<file path="config.mk">
export PLATFORM = sky130hd
export DESIGN_NAME = nmea_gga_field_extractor_top_flat
export DESIGN_NICKNAME = d
export VERILOG_FILES = /design/src/design/ngfe_pkg.sv /design/src/design/ngfe_req_if.sv /design/src/design/ngfe_rsp_if.sv /design/src/design/ngfe_parser.sv /design/src/design/nmea_gga_field_extractor_top.sv /design/src/flat_wrapper.sv
export SDC_FILE = /design/constraint.sdc
export NUM_CORES = 1
export LEC_CHECK = 0
export BUFFER_PORTS_ARGS = -buffer_cell sky130_fd_sc_hd__buf_2
export CAP_MARGIN = 20
export CORE_ASPECT_RATIO = 1.75
export CORE_MARGIN = 5
export CORE_UTILIZATION = 54
export DETAILED_ROUTE_END_ITERATION = 12
export HOLD_SLACK_MARGIN = 0.03
export PLACE_DENSITY = 0.86
export SETUP_SLACK_MARGIN = 0.05
export SYNTH_ARGS = -nofsm -noshare
export SYNTH_HDL_FRONTEND = slang
export SYNTH_SLANG_ARGS = --single-unit
</file>
<file path="constraint.sdc">
create_clock -name clock -period 7.75 [get_ports clock]
set_input_delay 1.1625 -clock clock [delete_from_list [all_inputs] [get_ports clock]]
set_output_delay 1.1625 -clock clock [all_outputs]
set_load 0.01 [all_outputs]
</file>
<file path="src/design/ngfe_pkg.sv">
// Package for the NMEA GGA field extractor.
// Holds result kind codes, protocol constants and the default-string and comma-skip tables.
// No dependencies.
package ngfe_pkg;

   localparam int MAX_FIELD_LEN_DEF = 16;
   localparam int FIELD_COUNT_DEF   = 5;

   localparam int TAG_LEN   = 5;
   localparam int TAG_W     = 40;
   localparam int CSR_DW    = 64;
   localparam int CSR_AW    = 4;

   localparam logic [TAG_W-1:0] TAG_RESET = 40'h47_4E_47_47_41;   // "GNGGA"
   localparam logic [7:0]       COMMA     = 8'h2C;
   localparam logic [7:0]       CH_ZERO   = 8'h30;
   localparam logic [7:0]       CH_DOT    = 8'h2E;
   localparam logic [7:0]       CH_M      = 8'h4D;

   // register index decoded from paddr[3]
   localparam logic REG_SENTENCE_TAG = 1'b0;

   typedef enum logic [1:0] {
      KIND_CHAR = 2'd0,
      KIND_END  = 2'd1,
      KIND_DONE = 2'd2
   } kind_type;

   typedef struct packed {
      kind_type   kind;
      logic [2:0] field_index;
      logic [3:0] char_position;
      logic [7:0] char_value;
      logic       overflow;
      logic       last;
   } result_type;

   // commas still to skip once a field closes
   function automatic logic [2:0] skip_after(input logic [2:0] f);
      logic [2:0] n;
      unique case (f)
         3'd1:    n = 3'd1;
         3'd2:    n = 3'd4;
         default: n = 3'd0;
      endcase
      return n;
   endfunction

   function automatic logic [3:0] default_len(input logic [2:0] f);
      logic [3:0] n;
      unique case (f)
         3'd0:    n = 4'd9;
         3'd1:    n = 4'd10;
         3'd2:    n = 4'd11;
         3'd3:    n = 4'd4;
         3'd4:    n = 4'd1;
         default: n = 4'd0;
      endcase
      return n;
   endfunction

   // digits everywhere except the decimal point and the units letter
   function automatic logic [7:0] default_char(input logic [2:0] f, input logic [3:0] i);
      logic [7:0] c;
      c = CH_ZERO;
      unique case (f)
         3'd0:    if (i == 4'd6) c = CH_DOT;
         3'd1:    if (i == 4'd4) c = CH_DOT;
         3'd2:    if (i == 4'd5) c = CH_DOT;
         3'd3:    if (i == 4'd2) c = CH_DOT;
         3'd4:    c = CH_M;
         default: c = 8'h00;
      endcase
      return c;
   endfunction

endpackage

</file>
<file path="src/design/ngfe_req_if.sv">
// Input byte channel for the NMEA GGA field extractor.
// Valid/ready handshake carrying one received byte; no dependencies.
interface ngfe_req_if;
   logic       valid;
   logic       ready;
   logic [7:0] rx_byte;

   modport source (output valid, output rx_byte, input ready);
   modport sink   (input valid, input rx_byte, output ready);
endinterface

</file>
<file path="src/design/ngfe_rsp_if.sv">
// Result channel for the NMEA GGA field extractor.
// Valid/ready handshake carrying one extracted character or marker; no dependencies.
interface ngfe_rsp_if;
   logic       valid;
   logic       ready;
   logic [1:0] kind;
   logic [2:0] field_index;
   logic [3:0] char_position;
   logic [7:0] char_value;
   logic       overflow;
   logic       last;

   modport source (output valid, output kind, output field_index, output char_position,
                   output char_value, output overflow, output last, input ready);
   modport sink   (input valid, input kind, input field_index, input char_position,
                   input char_value, input overflow, input last, output ready);
endinterface

</file>
<file path="src/design/ngfe_parser.sv">
// Sentence parser: tag hunt, comma skipping, field capture and default-string runs.
// Depends on ngfe_pkg, ngfe_req_if and ngfe_rsp_if.
module ngfe_parser #(
   parameter int MAX_FIELD_LEN = ngfe_pkg::MAX_FIELD_LEN_DEF,
   parameter int FIELD_COUNT   = ngfe_pkg::FIELD_COUNT_DEF
) (
   input  logic                         clock,
   input  logic                         reset,
   input  logic [ngfe_pkg::TAG_W-1:0]   sentence_tag,
   ngfe_req_if.sink                     req_chan,
   ngfe_rsp_if.source                   rsp_chan
);
   import ngfe_pkg::*;

   localparam int PW = $clog2(MAX_FIELD_LEN + 1);
   localparam int FW = $clog2(FIELD_COUNT + 1);
   localparam logic [3:0] OVF_POS = 4'(MAX_FIELD_LEN - 1);

   logic [2:0]    skip_ff, skip_in;
   logic [PW-1:0] pos_ff, pos_in;
   logic [FW-1:0] field_ff, field_in;
   logic          found_ff, found_in;

   logic          run_ff, run_in;
   logic [2:0]    run_field_ff, run_field_in;
   logic [3:0]    run_idx_ff, run_idx_in;

   logic          out_valid_ff, out_valid_in;
   result_type    out_ff, out_in;

   logic          out_free, accept, emit, start_run;
   logic [7:0]    b;
   logic [2:0]    f;
   logic [3:0]    len;
   logic [7:0]    want;
   logic          want_ok;
   result_type    res, run_res;
   logic [3:0]    run_len;

   assign out_free       = !out_valid_ff || rsp_chan.ready;
   assign req_chan.ready = !run_ff && out_free;
   assign accept         = req_chan.valid && req_chan.ready;
   assign b              = req_chan.rx_byte;
   assign f              = 3'(field_ff);
   assign len            = default_len(f);
   assign run_len        = default_len(run_field_ff);

   // expected tag character at the current match position
   always_comb begin
      want_ok = 1'b1;
      unique case (pos_ff)
         PW'(0):  want = sentence_tag[39:32];
         PW'(1):  want = sentence_tag[31:24];
         PW'(2):  want = sentence_tag[23:16];
         PW'(3):  want = sentence_tag[15:8];
         PW'(4):  want = sentence_tag[7:0];
         default: begin
            want    = 8'h00;
            want_ok = 1'b0;
         end
      endcase
   end

   always_comb begin
      skip_in   = skip_ff;
      pos_in    = pos_ff;
      field_in  = field_ff;
      found_in  = found_ff;
      emit      = 1'b0;
      start_run = 1'b0;
      res       = '{kind: KIND_CHAR, field_index: f, char_position: 4'd0,
                    char_value: 8'h00, overflow: 1'b0, last: 1'b1};
      priority if (found_ff && (field_ff >= FW'(FIELD_COUNT))) begin
         emit             = 1'b1;
         res.kind         = KIND_DONE;
         res.field_index  = 3'd0;
         field_in         = '0;
         found_in         = 1'b0;
         pos_in           = '0;
         skip_in          = 3'd0;
      end else if (skip_ff != 3'd0) begin
         if (b == COMMA) skip_in = skip_ff - 3'd1;
      end else if (found_ff) begin
         if (b == COMMA) begin
            emit     = 1'b1;
            skip_in  = skip_after(f);
            field_in = field_ff + FW'(1);
            pos_in   = '0;
            if (pos_ff != '0) begin
               res.kind          = KIND_END;
               res.char_position = pos_ff[3:0];
            end else if (len == 4'd0) begin
               res.kind = KIND_END;
            end else begin
               // first default character now, the rest from the run generator
               res.char_value = default_char(f, 4'd0);
               res.last       = 1'b0;
               start_run      = 1'b1;
            end
         end else if (pos_ff < PW'(MAX_FIELD_LEN)) begin
            emit              = 1'b1;
            res.char_position = pos_ff[3:0];
            res.char_value    = b;
            pos_in            = pos_ff + PW'(1);
         end else begin
            emit              = 1'b1;
            res.char_position = OVF_POS;
            res.char_value    = b;
            res.overflow      = 1'b1;
         end
      end else begin
         if (want_ok && (b == want)) begin
            if (pos_ff == PW'(TAG_LEN - 1)) begin
               skip_in  = 3'd1;
               found_in = 1'b1;
               pos_in   = '0;
            end else begin
               pos_in = pos_ff + PW'(1);
            end
         end else begin
            pos_in = '0;
         end
      end
   end

   // default-string run: remaining characters, then the field end
   always_comb begin
      run_res = '{kind: KIND_CHAR, field_index: run_field_ff, char_position: run_idx_ff,
                  char_value: default_char(run_field_ff, run_idx_ff), overflow: 1'b0,
                  last: 1'b0};
      if (run_idx_ff >= run_len) begin
         run_res.kind       = KIND_END;
         run_res.char_value = 8'h00;
         run_res.last       = 1'b1;
      end
   end

   always_comb begin
      run_in       = run_ff;
      run_field_in = run_field_ff;
      run_idx_in   = run_idx_ff;
      out_valid_in = out_valid_ff && !rsp_chan.ready;
      out_in       = out_ff;
      priority if (run_ff && out_free) begin
         out_valid_in = 1'b1;
         out_in       = run_res;
         run_idx_in   = run_idx_ff + 4'd1;
         if (run_res.kind == KIND_END) run_in = 1'b0;
      end else if (accept && emit) begin
         out_valid_in = 1'b1;
         out_in       = res;
         if (start_run) begin
            run_in       = 1'b1;
            run_field_in = f;
            run_idx_in   = 4'd1;
         end
      end else begin
         // hold
      end
   end

   always_ff @(posedge clock) begin
      if (reset) begin
         skip_ff      <= 3'd0;
         pos_ff       <= '0;
         field_ff     <= '0;
         found_ff     <= 1'b0;
         run_ff       <= 1'b0;
         out_valid_ff <= 1'b0;
      end else begin
         if (accept) begin
            skip_ff  <= skip_in;
            pos_ff   <= pos_in;
            field_ff <= field_in;
            found_ff <= found_in;
         end
         run_ff       <= run_in;
         out_valid_ff <= out_valid_in;
      end
   end

   always_ff @(posedge clock) begin
      run_field_ff <= run_field_in;
      run_idx_ff   <= run_idx_in;
      out_ff       <= out_in;
   end

   assign rsp_chan.valid         = out_valid_ff;
   assign rsp_chan.kind          = out_ff.kind;
   assign rsp_chan.field_index   = out_ff.field_index;
   assign rsp_chan.char_position = out_ff.char_position;
   assign rsp_chan.char_value    = out_ff.char_value;
   assign rsp_chan.overflow      = out_ff.overflow;
   assign rsp_chan.last          = out_ff.last;

endmodule

</file>
<file path="src/design/nmea_gga_field_extractor_top.sv">
// Top level of the NMEA GGA field extractor: sentence-tag register on an APB-style port
// and the parser. Depends on ngfe_pkg, ngfe_req_if, ngfe_rsp_if and ngfe_parser.
//
//   channel    direction  handshake        payload
//   req_chan   in         valid/ready      rx_byte[7:0]
//   rsp_chan   out        valid/ready      kind, field_index, char_position, char_value,
//                                          overflow, last
//   APB        in         psel/penable     paddr[3:0], pwdata[63:0] -> sentence_tag (8*i)
//
// A byte is taken every cycle unless rsp_chan stalls or a default-string run is active;
// its result lands in the output register the next cycle. An empty field's default
// string (up to 11 characters plus the field end) holds off req_chan.ready till the run ends.
// Reset is synchronous and returns the parser to the tag hunt with the tag "GNGGA".
// rsp_chan stalls back up into req_chan.ready in the same cycle.
module nmea_gga_field_extractor_top #(
   parameter int MAX_FIELD_LEN = ngfe_pkg::MAX_FIELD_LEN_DEF,
   parameter int FIELD_COUNT   = ngfe_pkg::FIELD_COUNT_DEF
) (
   input  logic                         clock,
   input  logic                         reset,
   ngfe_req_if.sink                     req_chan,
   ngfe_rsp_if.source                   rsp_chan,
   input  logic                         psel,
   input  logic                         penable,
   input  logic                         pwrite,
   input  logic [ngfe_pkg::CSR_AW-1:0]  paddr,
   input  logic [ngfe_pkg::CSR_DW-1:0]  pwdata,
   output logic [ngfe_pkg::CSR_DW-1:0]  prdata,
   output logic                         pready
);
   import ngfe_pkg::*;

   logic [TAG_W-1:0] tag_ff;
   logic             wr;

   assign pready = 1'b1;
   assign wr     = psel && penable && pwrite && (paddr[3] == REG_SENTENCE_TAG);

   always_ff @(posedge clock) begin
      if (reset) begin
         tag_ff <= TAG_RESET;
      end else if (wr) begin
         tag_ff <= pwdata[TAG_W-1:0];
      end
   end

   always_comb begin
      prdata = '0;
      if (paddr[3] == REG_SENTENCE_TAG) prdata = {{(CSR_DW-TAG_W){1'b0}}, tag_ff};
   end

   ngfe_parser #(
      .MAX_FIELD_LEN (MAX_FIELD_LEN),
      .FIELD_COUNT   (FIELD_COUNT)
   ) u_parser (
      .clock        (clock),
      .reset        (reset),
      .sentence_tag (tag_ff),
      .req_chan     (req_chan),
      .rsp_chan     (rsp_chan)
   );

endmodule
</file>
<file path="src/flat_wrapper.sv">
// flat-port wrapper written by rule: the top's interface ports become plain ports
module nmea_gga_field_extractor_top_flat import ngfe_pkg::*;
#(
   parameter int MAX_FIELD_LEN = ngfe_pkg::MAX_FIELD_LEN_DEF,
   parameter int FIELD_COUNT   = ngfe_pkg::FIELD_COUNT_DEF
)
  (clock, reset, psel, penable, pwrite, paddr, pwdata, prdata, pready, req_chan_valid, req_chan_rx_byte, req_chan_ready, rsp_chan_valid, rsp_chan_kind, rsp_chan_field_index, rsp_chan_char_position, rsp_chan_char_value, rsp_chan_overflow, rsp_chan_last, rsp_chan_ready);
  ngfe_req_if req_chan_i ();
  ngfe_rsp_if rsp_chan_i ();
  input  logic clock;
  input  logic reset;
  input  logic psel;
  input  logic penable;
  input  logic pwrite;
  input  logic [ngfe_pkg::CSR_AW-1:0] paddr;
  input  logic [ngfe_pkg::CSR_DW-1:0] pwdata;
  output logic [ngfe_pkg::CSR_DW-1:0] prdata;
  output logic pready;
  input wire logic [$bits(req_chan_i.valid)-1:0] req_chan_valid;
  input wire logic [$bits(req_chan_i.rx_byte)-1:0] req_chan_rx_byte;
  output wire logic [$bits(req_chan_i.ready)-1:0] req_chan_ready;
  output wire logic [$bits(rsp_chan_i.valid)-1:0] rsp_chan_valid;
  output wire logic [$bits(rsp_chan_i.kind)-1:0] rsp_chan_kind;
  output wire logic [$bits(rsp_chan_i.field_index)-1:0] rsp_chan_field_index;
  output wire logic [$bits(rsp_chan_i.char_position)-1:0] rsp_chan_char_position;
  output wire logic [$bits(rsp_chan_i.char_value)-1:0] rsp_chan_char_value;
  output wire logic [$bits(rsp_chan_i.overflow)-1:0] rsp_chan_overflow;
  output wire logic [$bits(rsp_chan_i.last)-1:0] rsp_chan_last;
  input wire logic [$bits(rsp_chan_i.ready)-1:0] rsp_chan_ready;
  assign req_chan_i.valid = req_chan_valid;
  assign req_chan_i.rx_byte = req_chan_rx_byte;
  assign req_chan_ready = req_chan_i.ready;
  assign rsp_chan_valid = rsp_chan_i.valid;
  assign rsp_chan_kind = rsp_chan_i.kind;
  assign rsp_chan_field_index = rsp_chan_i.field_index;
  assign rsp_chan_char_position = rsp_chan_i.char_position;
  assign rsp_chan_char_value = rsp_chan_i.char_value;
  assign rsp_chan_overflow = rsp_chan_i.overflow;
  assign rsp_chan_last = rsp_chan_i.last;
  assign rsp_chan_i.ready = rsp_chan_ready;
  nmea_gga_field_extractor_top #(.MAX_FIELD_LEN(MAX_FIELD_LEN), .FIELD_COUNT(FIELD_COUNT)) u_core (.clock(clock), .reset(reset), .req_chan(req_chan_i), .rsp_chan(rsp_chan_i), .psel(psel), .penable(penable), .pwrite(pwrite), .paddr(paddr), .pwdata(pwdata), .prdata(prdata), .pready(pready));
endmodule
</file>
* After elaboration in Yosys (flattened, before gate mapping)
Index checks and enable logic that the tools add are counted.
** Operators by class
- Add/sub/neg operators :: 4
- Magnitude comparators :: 3
- Equal/unequal tests :: 24
- Multiplexer cells :: 78
- Bitwise logic cells :: 2
- Reductions and logical operators :: 35
** Operator list (count)
- $pmux W8 S5 :: 2
- $mux W5 :: 11
- $mux W14 :: 3
- $mux W40 :: 1
- $pmux W4 S5 :: 2
- $mux W19 :: 2
- $mux W3 :: 12
- $mux W1 :: 33
- $mux W12 :: 2
- $mux W4 :: 4
- $mux W7 :: 2
- $pmux W7 S2 :: 1
- $eq A3 B2 Y1 const B :: 4
- $eq A4 B3 Y1 const B :: 3
- $eq A5 B2 Y1 const B :: 2
- $logic_and A1 B1 Y1 :: 10
- $reduce_and A3 Y1 :: 3
- $eq A8 B6 Y1 const B :: 1
- $eq A8 B8 Y1 :: 1
- $mux W8 :: 1
- $reduce_bool A2 Y1 :: 4
- $reduce_bool A4 Y1 :: 2
- $eq A3 B1 Y1 const B :: 2
- $eq A3 B3 Y1 const B :: 2
- other kinds (31) :: 36
** Word-level totals
- Bits in registers :: 80
- Input bits :: 83
- Output and inout bits :: 86
- Word-level logic and storage cells :: 161

* Longest topological paths before layout
- Depth in word-level cells :: 12
- Mapped depth :: 10
- Depth with buffers taken out :: 9

* By module
Synthesis repeated with hierarchy kept, for this count alone.
** Unflattened totals
- Cells, all modules :: 534
- Area, all modules :: 4867.2 µm²
** Modules (own cells, without submodules)
- ngfe_parser :: instances 1, cells each 288, area each 2658.8 µm², seq. area each 1051.0 µm²
- nmea_gga_field_extractor_top :: instances 1, cells each 246, area each 2208.4 µm², seq. area each 800.8 µm²

* Least setup slack after synthesis
No wires, ideal clock.
- Path type :: in2reg
- Start :: input port req_chan_rx_byte[4]
- End :: register u_core.u_parser.pos_ff[3]
- Setup time :: 86 ps
- Arrival :: 2729 ps
- Required time :: 7664 ps
- Setup slack :: 4935 ps
- Cell stages on the path :: 8
- Path buffers :: 1
- Cells stage by stage :: nor4b_2 > nand4_1 > and2_1 > clkbuf_1 > a21boi_2 > nand4_1 > xor2_1 > a211oi_1
** Between the ends
- Word-level cells in the longest chain between the ends :: 6
- Elaborated cells on any way between the ends :: 10
- Classes of those cells :: eq/ne: 3; mux: 5; reduce/logical: 2
** Ends and longest elaborated chain
- from (decl) :: line flat_wrapper.sv:20 : input wire logic [$bits(req_chan_i.rx_byte)-1:0] req_chan_rx_byte;
- $eq A8 B8 Y1 :: line ngfe_parser.sv:112 : if (want_ok && (b == want)) begin
- $logic_and A1 B1 Y1 :: line ngfe_parser.sv:112
- $mux W5 :: line ngfe_parser.sv:112
- $mux W5 :: line ngfe_parser.sv:83 : end else if (found_ff) begin
- $mux W5 :: line ngfe_parser.sv:81 : end else if (skip_ff != 3'd0) begin
- $mux W5 :: line ngfe_parser.sv:73 : priority if (found_ff && (field_ff >= FW'(FIELD_COUNT))) begin
- to (signal assigned) :: line ngfe_parser.sv:173 : pos_ff <= pos_in;
- to (decl) :: line ngfe_parser.sv:20 : logic [PW-1:0] pos_ff, pos_in;
Several ways; a longest one is shown, not always the timed one. The select of a mux whose other input is x is not followed.
A chain may end at the register's enable or synchronous reset.

* Worst setup path in the final report
- Start :: input port paddr[3] in the netlist's numbering
- End :: output port prdata[4] in the netlist's numbering
** Between the ends
- Word-level cells in the longest chain between the ends :: 1
** Ends and longest elaborated chain
- from (decl) :: line flat_wrapper.sv:15 : input logic [ngfe_pkg::CSR_AW-1:0] paddr;
- $mux W40 :: line nmea_gga_field_extractor_top.sv:49 : if (paddr[3] == REG_SENTENCE_TAG) prdata = {{(CSR_DW-TAG_W){1'b0}}, tag_ff};
- to (decl) :: line flat_wrapper.sv:17 : output logic [ngfe_pkg::CSR_DW-1:0] prdata;
No other way between the ends.

==> out/results.tsv <==
stage	metric	value	unit
detailed_routing	Antenna Violating Nets Remaining	0	
detailed_routing	DR pass1 iterations	5	
floorplanning	CORE AREA	0.00826	mm²
global_route	largest net degree at the start of global routing	55	
timing	Achievable Freq	309	MHz
synth	Netlist cell types	66	
detailed_routing	drt wl/cell	16.9	µm
power_and_ir_drop	Sequential Power Share	0.448	
timing	ratio of final minimum period to clock period	0.417	
clock_network	clk root buf	clkbuf_16	
timing	post-layout minimum cycle time	3230	ps
synth	flops & latches, synth	80	
synth	Synth Flop Type	dfxtp_1	
place	dpl cells	702	
floorplanning	chip height	132	µm
place	Detailed Place HPWL	8990	µm
global_route	vias in the first global route	4146	
global_route	first-pass GRT wire length	19400	µm
power_and_ir_drop	Pwr per Cell Area	183	mW/mm²
flow_run	max-cap viol count	0	
clock_network	clk_lat worst skew	350	ps
synth	Yosys top cell area share	0.242	
min_path	worst min path class	flip-flop to flip-flop	
finish	Syn-to-layout area delta	17.7	%
setup_path	Setup Crit Path Kind	input pin to primary output	
power_and_ir_drop	Peak VDD IR	0.000159	V
setup_path	CP max FO	42	
power_and_ir_drop	P_int	0.769	mW
detailed_routing	drt total wl	12100	µm
power_and_ir_drop	Clk pwr share	0.479	
timing	unrepaired setup endpoints after global routing	false	
global_route	grt ovf	0	
clock_network	# clock sinks	80	
clock_network	CTS tree	built	
detailed_routing	vias	4120	
timing	Setup violations, final	0	
timing	Fin. Hold Viols	0	
clock_network	Post-CTS Hold Fix Bufs	0	
finish	share of layout cells above drive strength 1	0.235	
clock_network	TritonCTS Buffers	9	
synth	synth top area cells	dfxtp_1, edfxtp_1, nand2_1, nor2b_1, a21oi_1	
floorplanning	Initial Utilization	0.552	
finish	diode count	0	
finish	filler instances	658	
setup_path	critical path data required time	6590	ps
synth	Synth top cells by count	nand2_1, dfxtp_1, a21oi_1	
clock_network	htree depth	3	
global_route	antenna violations before repair	0	
synth	most frequent cell after synthesis	nand2_1	
detailed_routing	DR vias/cell	5.74	
setup_path	Startpoint Class	input pin	
setup_path	critical path arrival	2070	ps
finish	fin cells	718	
place	global placer's final weighted congestion	0.879	
detailed_routing	DR DRC count	0	
synth	yosys warns	0	
timing	TNS Setup	0	ps
clock_network	cts repair resizes	0	
power_and_ir_drop	Net Sw Frac	0.217	
synth	number of synthesized flops with an enable pin	25	
floorplanning	cell row count	44	
floorplanning	die area	0.0105	mm²
synth	Cells after Synth	525	
timing	final clock skew	7.14	ps
power_and_ir_drop	P_leak	2.26	nW
detailed_routing	DRT iter0 DRCs	400	
clock_network	Post CTS Setup Buffer Count	0	
synth	area of the mapped netlist	0.00456	mm²
floorplanning	Die X	79.5	µm
timing	Slew Limit Fails	0	
synth	largest area contributor in the netlist	dfxtp_1	
place	Port Buf Inserts	116	
status	status	complete, no violations	
clock_network	CTS Buffer Depth	2	
floorplanning	Ports	169	
timing	Slew HR	0.380	
global_route	global-route usage over all layers	0.230	
finish	# nets final	721	
setup_path	CP Capture Type	primary output	
power_and_ir_drop	Comb power frac	0.073	
synth	Seq/Total Area, Yosys	0.406	
power_and_ir_drop	switching power	0.213	mW
clock_network	Clk pin slew, worst setup/hold paths	60	ps
timing	Worst Tran Pin Value	930	ps
synth	ys async rst share	0	
synth	synthesized area per cell	8.68	µm²
[cells by family (layout without fill, tap and decap cells)]
family	Yosys count	in the layout	synth area share
simple gates	233	233	0.268
compound gates	108	108	0.160
flops	80	80	0.406
buf+inv	68	146	0.0834
fa+ha+maj	17	17	0.0467
xor+xnor	13	13	0.0250
mux	4	4	0.00906
other cells	2	25	0.00165
[layout by cell type (no fill, tap or decap), types with 2 or more instances in the layout]
cell,count
a211oi_1,2
a21o_1,5
a21oi_1,45
a222oi_1,3
a22oi_1,10
a32o_1,2
a41oi_1,2
and2_1,4
and3_1,3
and4_1,2
buf_2,116
buf_4,3
clkbuf_16,10
clkbuf_8,4
conb_1,25
dfxtp_1,55
edfxtp_1,25
ha_1,17
inv_1,11
mux2i_1,3
nand2_1,96
nand2b_1,5
nand3_1,5
nand3b_1,23
nand4_1,4
nand4b_1,2
nor2_1,22
nor2b_1,43
nor3_1,10
nor4_1,2
o21ai_0,14
o21ai_1,2
o22ai_1,5
or3_1,2
xnor2_1,8
xor2_1,5
[per-layer routing]
metal  share of wire  up-vias  global-route usage
met5               0        -                   0
met4           0.038        0               0.122
met3           0.062       42              0.0445
met2            0.53      195               0.416
met1            0.37     1919               0.243
li1                -     1964                   -
[metrics by stage]
step / util / hold slack, ps / setup slack (ps) / instance area, µm² / power (mW)
2_1_floorplan: - / 444 / 4940 / 4640 / 0.498
3_3_place_gp: 0.608 / 456 / 4490 / 5020 / 0.518
3_5_place_dp: 0.608 / 466 / 4440 / 5020 / 0.519
4_1_cts: 0.649 / 481 / 4550 / 5360 / 0.978
5_1_grt: 0.649 / 492 / 4470 / 5360 / 1.00
6_report: 0.649 / 484 / 4520 / 5360 / 0.982
[critical path, cell delays in order]
cell     delay [ps]
buf_2           550
nor2b_1         160
buf_2           190
[area by class of cell]
| type | instances | area [µm²] | share of cell area |
|---|---|---|---|
| clock buffer | 15 | 309 | 0.0576 |
| clock inverter | 1 | 30.0 | 0.00560 |
| inverter | 11 | 41.3 | 0.00770 |
| multi-input combinational | 400 | 2410 | 0.450 |
| sequential | 80 | 1850 | 0.345 |
| tap | 92 | 115 | 0.0215 |
| timing repair buffer | 119 | 603 | 0.112 |
[power groups by stage]
stage          clock [mW]  sequential [mW]  combinational [mW]
4_1_cts             0.467            0.440              0.0708
6_report            0.470            0.440              0.0714
3_3_place_gp            0            0.449              0.0695
5_1_grt             0.485            0.440              0.0783
2_1_floorplan           0            0.447              0.0514
3_5_place_dp            0            0.449              0.0705
[registers in the layout, summed over array words and instances, names as in the netlist]
signal	cells
u_core.u_parser.rsp_chan.overflow	1
u_core.u_parser.rsp_chan.last	1
u_core.u_parser.run_idx_ff	4
u_core.u_parser.found_ff	1
u_core.u_parser.run_ff	1
u_core.u_parser.skip_ff	3
u_core.u_parser.f	3
u_core.u_parser.rsp_chan.valid	1
u_core.u_parser.rsp_chan.field_index	3
u_core.u_parser.rsp_chan.char_position	4
u_core.tag_ff	40
u_core.u_parser.rsp_chan.char_value	8
u_core.u_parser.run_field_ff	3
u_core.u_parser.rsp_chan.kind	2
u_core.u_parser.pos_ff	5
[path summary, 6_finish.rpt]
check	slack, ps	to	cells after the start	start
max	4520	prdata[4]	3	paddr[3]
min	480	u_core.tag_ff[21]	2	u_core.tag_ff[21]
max reg2reg	4860	u_core.u_parser.pos_ff[4]	10	u_core.u_parser.pos_ff[0]
min reg2reg	480	u_core.tag_ff[21]	2	u_core.tag_ff[21]
(Power assumes the default switching activity.)
